`config.mk`:
```
export PLATFORM = sky130hd
export DESIGN_NAME = shtab_hash
export DESIGN_NICKNAME = d
export VERILOG_FILES = /design/src/hw/rtl/shtab_pkg.sv /design/src/hw/rtl/shtab_hash.sv
export SDC_FILE = /design/constraint.sdc
export NUM_CORES = 1
export LEC_CHECK = 0
export ABC_AREA = 1
export BUFFER_PORTS_ARGS = -buffer_cell sky130_fd_sc_hd__buf_2
export CORE_UTILIZATION = 47
export DETAILED_ROUTE_END_ITERATION = 8
export PLACE_DENSITY_LB_ADDON = 0.12
export SLEW_MARGIN = 20
export SYNTH_ARGS = -nofsm -noshare
export SYNTH_HDL_FRONTEND = slang
export SYNTH_SLANG_ARGS = --single-unit
```
`constraint.sdc`:
```
create_clock -name clk -period 8.3 [get_ports clk]
set_clock_uncertainty 0.1 [all_clocks]
set_input_delay 0.83 -clock clk [delete_from_list [all_inputs] [get_ports clk]]
set_output_delay 0.83 -clock clk [all_outputs]
set_load 0.01 [all_outputs]
```
`src/hw/rtl/shtab_pkg.sv`:
```
// shared constants, codes and types of the symbol hash table
package shtab_pkg;

	// table geometry
	localparam int BUCKETS = 256;
	localparam int WAYS    = 4;
	localparam int SLOTS   = BUCKETS * WAYS;

	// field widths
	localparam int HEAD_W   = 64;
	localparam int TAIL_W   = 8;
	localparam int ADDR_W   = 16;
	localparam int STATUS_W = 2;
	localparam int COUNT_W  = 9;
	localparam int BYTE_W   = 8;
	localparam int HEAD_BYTES = HEAD_W / BYTE_W;

	// nine bytes of at most 255 sum below 4096
	localparam int SUM_W  = 12;
	localparam int BKT_W  = (BUCKETS > 1) ? $clog2(BUCKETS) : 1;
	localparam int SLOT_W = (SLOTS > 1) ? $clog2(SLOTS) : 1;
	localparam int FILL_W = $clog2(WAYS + 1);

	typedef enum logic [STATUS_W-1:0] {
		ST_INSERTED = 2'd0,
		ST_FOUND    = 2'd1,
		ST_MISSING  = 2'd2,
		ST_FULL     = 2'd3
	} status_t;

	typedef enum logic {
		ACT_INSERT = 1'b0,
		ACT_LOOKUP = 1'b1
	} action_t;

	typedef struct packed {
		logic [HEAD_W-1:0] head;
		logic [TAIL_W-1:0] tail;
		logic [ADDR_W-1:0] addr;
	} entry_t;

	typedef struct packed {
		logic              rd_en;
		logic              wr_en;
		logic [SLOT_W-1:0] rd_slot;
		logic [SLOT_W-1:0] wr_slot;
	} entry_ctl_t;

	typedef struct packed {
		logic              rd_en;
		logic              wr_en;
		logic [BKT_W-1:0]  bucket;
		logic [FILL_W-1:0] wr_fill;
	} fill_ctl_t;

endpackage

```
`src/hw/rtl/shtab_hash.sv`:
```
// label canonicalization and additive bucket hash, registered on load
module shtab_hash (
	input  logic                        clk,
	input  logic                        load,
	input  logic [shtab_pkg::HEAD_W-1:0] label_head,
	input  logic [shtab_pkg::TAIL_W-1:0] label_tail,
	output logic [shtab_pkg::HEAD_W-1:0] head_q,
	output logic [shtab_pkg::TAIL_W-1:0] tail_q,
	output logic [shtab_pkg::BKT_W-1:0]  bucket_q
);
	import shtab_pkg::*;

	logic [HEAD_W-1:0] head_c;
	logic [TAIL_W-1:0] tail_c;
	logic [SUM_W-1:0]  sum_c;

	// drop every byte after the first zero byte and sum what is kept
	always_comb begin
		logic              alive;
		logic [BYTE_W-1:0] byte_v;
		alive  = 1'b1;
		head_c = '0;
		sum_c  = '0;
		for (int i = 0; i < HEAD_BYTES; i++) begin
			byte_v = label_head[HEAD_W-1-BYTE_W*i -: BYTE_W];
			if (byte_v == '0) begin
				alive = 1'b0;
			end
			if (alive) begin
				head_c[HEAD_W-1-BYTE_W*i -: BYTE_W] = byte_v;
				sum_c = sum_c + SUM_W'(byte_v);
			end
		end
		if (alive) begin
			tail_c = label_tail;
			sum_c  = sum_c + SUM_W'(label_tail);
		end else begin
			tail_c = '0;
		end
	end

	// capture canonical label and bucket with the input beat
	always_ff @(posedge clk) begin
		if (load) begin
			head_q   <= head_c;
			tail_q   <= tail_c;
			bucket_q <= BKT_W'(sum_c % BUCKETS);
		end
	end

endmodule

```
==> results of run 1 <==
==> per-layer routing <==
layer,track usage (%),up-vias,part of all wire [%]
met4,9.568,0,2.4
met2,40.05,188,46
met5,0,-,0
met1,32.22,2900,46
met3,3.255,30,5.2
li1,-,3306,-
==> cell usage after synthesis (3+ instances only) <==
master and count:
xnor2_1 10, edfxtp_1 80, or2_1 3, a31oi_1 3
nand3_1 76, xor2_1 15, nand3_2 4, a21o_1 4
nor4_1 8, nand2_1 197, buf_2 5, or2_2 16
o21a_1 4, a21oi_1 35, nand4_1 15, ha_1 56
nor2_1 95, and2_1 7, fa_1 8, clkbuf_1 16
nand3b_1 7, o21ai_0 13, inv_1 161
==> cell usage in the layout, fill, tap and decap left out, types with 22 or more instances in the layout <==
| cell type | count |
|---|---|
| nand2_1 | 174 |
| inv_1 | 152 |
| buf_2 | 150 |
| buf_4 | 125 |
| nor2_1 | 86 |
| edfxtp_1 | 80 |
| nand3_1 | 71 |
| ha_1 | 33 |
| a21oi_1 | 26 |
| ha_4 | 22 |
==> registers in the layout, indices dropped and copies added (netlist names) <==
register and flops:
tail_q 8, bucket_q 8, head_q 64
==> what timing repair did <==
action / CTS / global route
buffers inserted: 25 / 6
pin swaps: 35 / 63
hold buffers: 0 / 0
endpoints found under the setup margin: 1 / 4
gates resized for setup: 31 / 72
==> worst max path at each step <==
stage | to | slack [ps]
finish | bucket_q[7] | -7
global route | bucket_q[7] | -410
CTS | bucket_q[7] | 0.3
detailed placement | bucket_q[7] | -600
global placement | bucket_q[7] | -500
floorplan | bucket_q[7] | 3
==> layout make-up <==
class,instances,area (µm²),share of cell area [%]
clock buffer,9,225.2,2.429
clock inverter,7,46.29,0.4993
inverter,164,618.1,6.666
multi-input combinational,591,3976,42.88
sequential,80,2402,25.91
tap,176,220.2,2.375
timing repair buffer,282,1784,19.24
==> through the flow <==
stage	setup WS [ps]	utilization (%)	instance area (µm²)	TNS (ps)
finish	-6.593	68.93	9273	-6.593
global route	-409.4	68.93	9273	-522.7
CTS	0.3029	66.06	8887	0
detailed placement	-597.6	61.84	8319	-884.8
global placement	-498.7	61.84	8319	-581.9
floorplan	3.258	-	6705	0
==> cells by family (layout without fill, tap and decap cells) <==
group / after synthesis / after routing / share of synthesized area [%]
and+or+nand+nor: 437 / 437 / 30.02
AOI/OAI and AO/OA: 65 / 65 / 5.678
xor gates and xnor gates: 25 / 25 / 3.334
buffers and inverters: 189 / 462 / 11.28
DFF: 80 / 80 / 36.58
adders and majority gates: 64 / 64 / 13.11
==> flow_metrics.tcl, run 1 <==
set metrics [dict create \
    setup_ws_ps -6.593 \
    globalplace.congestion 0.9084 \
    timing.critical_path.arrival_ps 8320 \
    synthesis.area_um2 6568 \
    finalSetupViolCount 1 \
    die_area_um2 14450 \
    relSlewSlack_pct 31.33 \
    grt_start_max_net_pins 81 \
    grt_antenna_before_repair 0 \
    cp_data_required_time_ps 8310 \
    async_reset_ff_share_pct 0 \
    path_max_fanout 3 \
    grt_pass1_vias 5989 \
    clockRootBuffer "clkbuf_16" \
    avgRoutedWirePerCell_um 13.31 \
    hold_path.class "primary input to flip-flop" \
    min_delay_worst_endpoint "head_q[56]" \
    drt-initial-drc-count 298 \
    slew_viol_final 0 \
    ys_warn_count 0 \
    rsz0062_at_grt "true" \
    rows 42 \
    synth_edf_count 80 \
    layout.nets 1266 \
    die_w_um 120.2 \
    synth_flop_cell "edfxtp_1" \
    cts_tree "built" \
    postSynthAreaPerCell_um2 7.637 \
    max-clock-path-buffers 2 \
    slowest_stage "fa_2" \
    cts_buffers 9 \
    initial_core_util_pct 48.82 \
    antenna_cells 0 \
    worst_pin_slew_ps 1030 \
    area_growth_pct 41.19 \
    design.core.area_um2 13450 \
    whs_ps 574.6 \
    cp-end-kind "flip-flop" \
    timing.fmax_ghz 0.1204 \
    violations "negative setup slack" \
    clk_pin_slew_ps 60 \
    cp_common_cell "nand2_1" \
    outcome "finished with violations" \
    boundaryPins 154 \
    drc 0 \
    yosysTopAreaCell "edfxtp_1" \
    max_stage_delay_ps 530 \
    path_class "primary input to flip-flop" \
    fillCellCount 1177 \
    layout_min_cycle_time_ps 8307 \
    routed_via_density 4.908 \
    dpl.hpwl_um 13040 \
    crit_buf_inv 10 \
    fin_crit_sh_pct 100.1 \
    num_vias 6424 \
    grt_overflow_total 0 \
    firstDrtPassIters 5 \
    hold_violations 0 \
    yosys.cell_types.count 41 \
    die_y_um 120.2 \
    dp_cells 1262 \
    ys_top_cells_by_area "edfxtp_1 (37%), nand2_1 (11%), ha_1 (11%), inv_1 (9.2%), nand3_1 (5.8%)" \
    layout.cells.non_filler 1309 \
    clock-sinks 80 \
    wl_um 17430 \
    syn_nets 998 \
    portBuffers 153 \
    detail-route-antenna-nets 0 \
    track_usage_pct 24.25 \
    timing.critical_path.from "label_head[48]" \
    min_path_cells 1 \
    ys_seq_area_share_pct 36.58 \
    min_from "label_head[56]" \
    synth_cells 860 \
    cts.htree.levels 3 \
    synth_top_area_share_pct 36.58 \
    start_kind "primary input" \
    drive_above_1_share_pct 37.16 \
    synth_seq_cells 80 \
    cpLargestDelayFamily "adder cells" \
    grt_pass1_wl_um 27580 \
    max-cap-violations 0 \
    worst-path-stages 52 \
]
Power of run 1 is not shown: default switching activity piles up to over one toggle a cycle in this logic, so the estimate is an artifact.
==> run 2: changes to the inputs <==
CELL_PAD_IN_SITES_DETAIL_PLACEMENT = 0   (was not set)
CELL_PAD_IN_SITES_GLOBAL_PLACEMENT = 2   (was not set)
CORE_UTILIZATION = 28   (was 47)
clock period = 7.3 ns   (was 8.3 ns; I/O delays follow)
==> flow_metrics.tcl, run 2 (synthesis results as in run 1) <==
set metrics [dict create \
    reg.largest.list "head_q x64, bucket_q x8, tail_q x8" \
    die_area_um2 24070 \
    routed_via_density 4.292 \
    slew_viol_final 0 \
    cts_buffers 9 \
    timing.critical_path.arrival_ps 7940 \
    finalSetupViolCount 4 \
    hold_path.class "primary input to flip-flop" \
    relSlewSlack_pct 58.96 \
    clock-sinks 80 \
    fin_crit_sh_pct 108.7 \
    drive_above_1_share_pct 45.04 \
    max_stage_delay_ps 580 \
    violations "negative setup slack" \
    antenna_cells 0 \
    area_growth_pct 57.71 \
    max-cap-violations 0 \
    cts_tree "built" \
    die_y_um 155.2 \
    design.core.area_um2 22850 \
    wl_met3_um 697 \
    portBuffers 153 \
    outcome "finished with violations" \
    initial_core_util_pct 28.75 \
    slowest_stage "fa_2" \
    cts.htree.levels 3 \
    die_w_um 155.2 \
    drc 0 \
    layout.cells.non_filler 1532 \
    largest_register "head_q" \
    path_max_fanout 4 \
    cp-end-kind "flip-flop" \
    wl_met2_um 9471 \
    fillCellCount 2421 \
    grt_antenna_before_repair 0 \
    rsz0062_at_grt "true" \
    rows 55 \
    crit_buf_inv 10 \
    path_class "primary input to flip-flop" \
    track_usage_pct 17.52 \
    grt_pass1_vias 6403 \
    cp_data_required_time_ps 7300 \
    drt-initial-drc-count 202 \
    mostFrequentLayoutCell "buf_4" \
    cp_common_cell "nand2_1" \
    detail-route-antenna-nets 0 \
    fin_area_um2 10360 \
    clockRootBuffer "clkbuf_16" \
    layout_min_cycle_time_ps 7938 \
    dpl.hpwl_um 16290 \
    boundaryPins 154 \
    largest_reg_flops 64 \
    placed_area_um2 9281 \
    layout.nets 1353 \
    dp_cells 1489 \
    final_cell_mix "buf_4 (205), nand2_1 (171), buf_2 (149)" \
    cts_hold_buf 0 \
    hold_violations 0 \
    avgRoutedWirePerCell_um 13.34 \
    worst_pin_slew_ps 615.6 \
    cpLargestDelayFamily "adder cells" \
    grt_start_max_net_pins 49 \
    grt_pass1_wl_um 32630 \
    start_kind "primary input" \
    setup_ws_ps -638.0 \
    timing.fmax_ghz 0.1260 \
    whs_ps 588.1 \
    num_vias 6576 \
    wl_um 20440 \
    highest_layer "met4" \
    firstDrtPassIters 4 \
    grt_overflow_total 0 \
    max-clock-path-buffers 2 \
    m1WireLength_um 10030 \
    multi_input_area_um2 4219 \
    globalplace.congestion 0.8102 \
    clk_pin_slew_ps 60 \
    seqCellArea_um2 2402 \
]
-- run 2: changes by cell type in the layout (fill, tap and decap cells not counted), moves of 5 or more --
cell     previous run  this run
inv_2              11        20
inv_1             152       142
ha_1               33        25
buf_6               4        13
a21oi_2             8        13
ha_4               22        31
a21oi_1            26        18
buf_4             125       205
-- run 2: cell type report --
class | count | share of cell area [%]
well taps | 313 | 3.781
flip-flops and latches | 80 | 23.19
multi-input cells | 591 | 40.73
clock buffers | 9 | 2.174
repair buffers | 369 | 23.76
clock inverters | 6 | 0.3624
inverters | 164 | 5.992
-- run 2: metrics by stage --
stage	setup TNS [ps]	worst slack [ps]	utilization (%)
finish	-1665	-638.0	45.33
global placement	-4199	-1203	40.62
global route	-3155	-1134	45.33
CTS	-1875	-641.7	43.13
detailed placement	-4132	-1176	40.62
floorplan	-878.7	-688.9	-
-- run 2: timing repair --
action | CTS | global route
endpoints found under the setup margin | 5 | 7
buffers inserted | 19 | 10
pin swaps | 35 | 62
gates resized for setup | 47 | 90
gates cloned | 0 | 0
hold endpoints to repair | 0 | 0
-- run 2: final timing paths --
check / start / endpoint / slack (ps) / cells past startpoint
setup / recovery: label_head[56] / bucket_q[7] / -640 / 51
hold / removal: label_head[56] / head_q[56] / 590 / 2
-- run 2: per-layer routing --
layer	track usage, %	up-vias
met4	4.055	0
met3	3.203	16
li1	-	3467
met5	0	-
met1	23.96	2977
met2	28.55	116
Power of run 2 is left out for the same reason.
==> run 3: changes to the inputs <==
RECOVER_POWER = 100   (was not set)
TNS_END_PERCENT = 100   (was not set)
==> flow_metrics.tcl, run 3 (synthesis results as in run 1) <==
set metrics [dict create \
    outcome "finished with violations" \
    violations "max-capacitance violations, max-slew violations, negative setup slack" \
    clockRootBuffer "clkbuf_16" \
    cp_common_cell "nand2_1" \
    grt_pass1_vias 6403 \
    routed_via_density 4.301 \
    final_cell_mix "buf_4 (198), nand2_1 (171), buf_2 (149)" \
    antenna_cells 0 \
    largest_register "head_q" \
    rows 55 \
    drive_above_1_share_pct 44.46 \
    use_met3_pct 3.203 \
    hold_violations 0 \
    slew_viol_final 34 \
    initial_core_util_pct 28.75 \
    reg.largest.list "head_q x64, bucket_q x8, tail_q x8" \
    layout_min_cycle_time_ps 7938 \
    fin_area_um2 10330 \
    endpoint "bucket_q[7]" \
    firstDrtPassIters 4 \
    busiest_layer "met2" \
    cts_tree "built" \
    relSlewSlack_pct -39.47 \
    layout.nets 1353 \
    track_usage_pct 17.52 \
    crit_buf_inv 10 \
    timing.critical_path.arrival_ps 7940 \
    worst_pin_slew_ps 2092 \
    fin_crit_sh_pct 108.7 \
    max-clock-path-buffers 2 \
    portBuffers 153 \
    cts_buffers 9 \
    timing.critical_path.from "label_head[56]" \
    detail-route-antenna-nets 0 \
    die_y_um 155.2 \
    placed_area_um2 9281 \
    drt-initial-drc-count 195 \
    cp-end-kind "flip-flop" \
    avgRoutedWirePerCell_um 13.34 \
    largest_reg_flops 64 \
    max_stage_delay_ps 580 \
    grt_overflow_total 0 \
    start_kind "primary input" \
    design.core.area_um2 22850 \
    area_growth_pct 57.31 \
    slowest_stage "fa_2" \
    mostFrequentLayoutCell "buf_4" \
    clock-sinks 80 \
    path_max_fanout 4 \
    grt_use_met2_pct 28.55 \
    setup_ws_ps -638.0 \
    fillCellCount 2428 \
    final_core_util_pct 45.22 \
    cts.htree.levels 3 \
    drc 0 \
    grt_pass1_wl_um 32630 \
    clk_pin_slew_ps 60 \
    path_class "primary input to flip-flop" \
    finalSetupViolCount 4 \
    max-cap-violations 1 \
    globalplace.congestion 0.8102 \
    num_vias 6589 \
    rsz0062_at_grt "true" \
    die_w_um 155.2 \
    worst-path-stages 51 \
    wl_um 20440 \
    cpLargestDelayFamily "adder cells" \
    hold_path.class "primary input to flip-flop" \
    cp_data_required_time_ps 7300 \
    timing.fmax_ghz 0.1260 \
    die_area_um2 24070 \
    grt_start_max_net_pins 49 \
    boundaryPins 154 \
    grt_antenna_before_repair 0 \
    met1_usage_pct 23.96 \
    dpl.hpwl_um 16290 \
]
run 3: changes by cell type in the layout (fill, tap and decap cells not counted):
cell,change
clkbuf_1,+7
buf_4,-7
run 3: through the flow:
stage	instances	TNS [ps]	hold slack (ps)	setup slack, ps
floorplan	860	-878.7	742.5	-688.9
global placement	1489	-4199	945.4	-1203
detailed placement	1489	-4132	946.9	-1176
CTS	1522	-1875	560.9	-641.7
global route	1532	-3155	570.4	-1134
finish	1532	-1665	588.0	-638.0
run 3: what timing repair did:
item	in CTS	in global routing
resized for setup	47	90
pin swaps	35	62
setup endpoints to repair	5	7
hold buffers	0	0
setup buffers	19	10
run 3: metal layers:
layer	vias up	share of wire (%)
met3	16	3.5
li1	3467	-
met5	-	0
met1	2989	49
met2	117	46
met4	0	1.2
run 3: layout make-up:
class / count / area (µm²) / area share, %
repair buffers: 369 / 2435 / 23.57
clock inverters: 6 / 37.54 / 0.3633
multi-input cells: 591 / 4219 / 40.84
flip-flops and latches: 80 / 2402 / 23.25
clock buffers: 9 / 225.2 / 2.180
well taps: 313 / 391.6 / 3.791
inverters: 164 / 620.6 / 6.007
run 3: worst min path at each step:
stage	start	endpoint	cells after the start
after detailed placement	label_head[60]	head_q[60]	2
final	label_head[56]	head_q[56]	2
after global placement	label_head[61]	head_q[61]	2
after floorplan	load	bucket_q[0]	0
after CTS	label_head[56]	head_q[56]	2
after global routing	label_head[56]	head_q[56]	2
Power of run 3 is left out for the same reason.
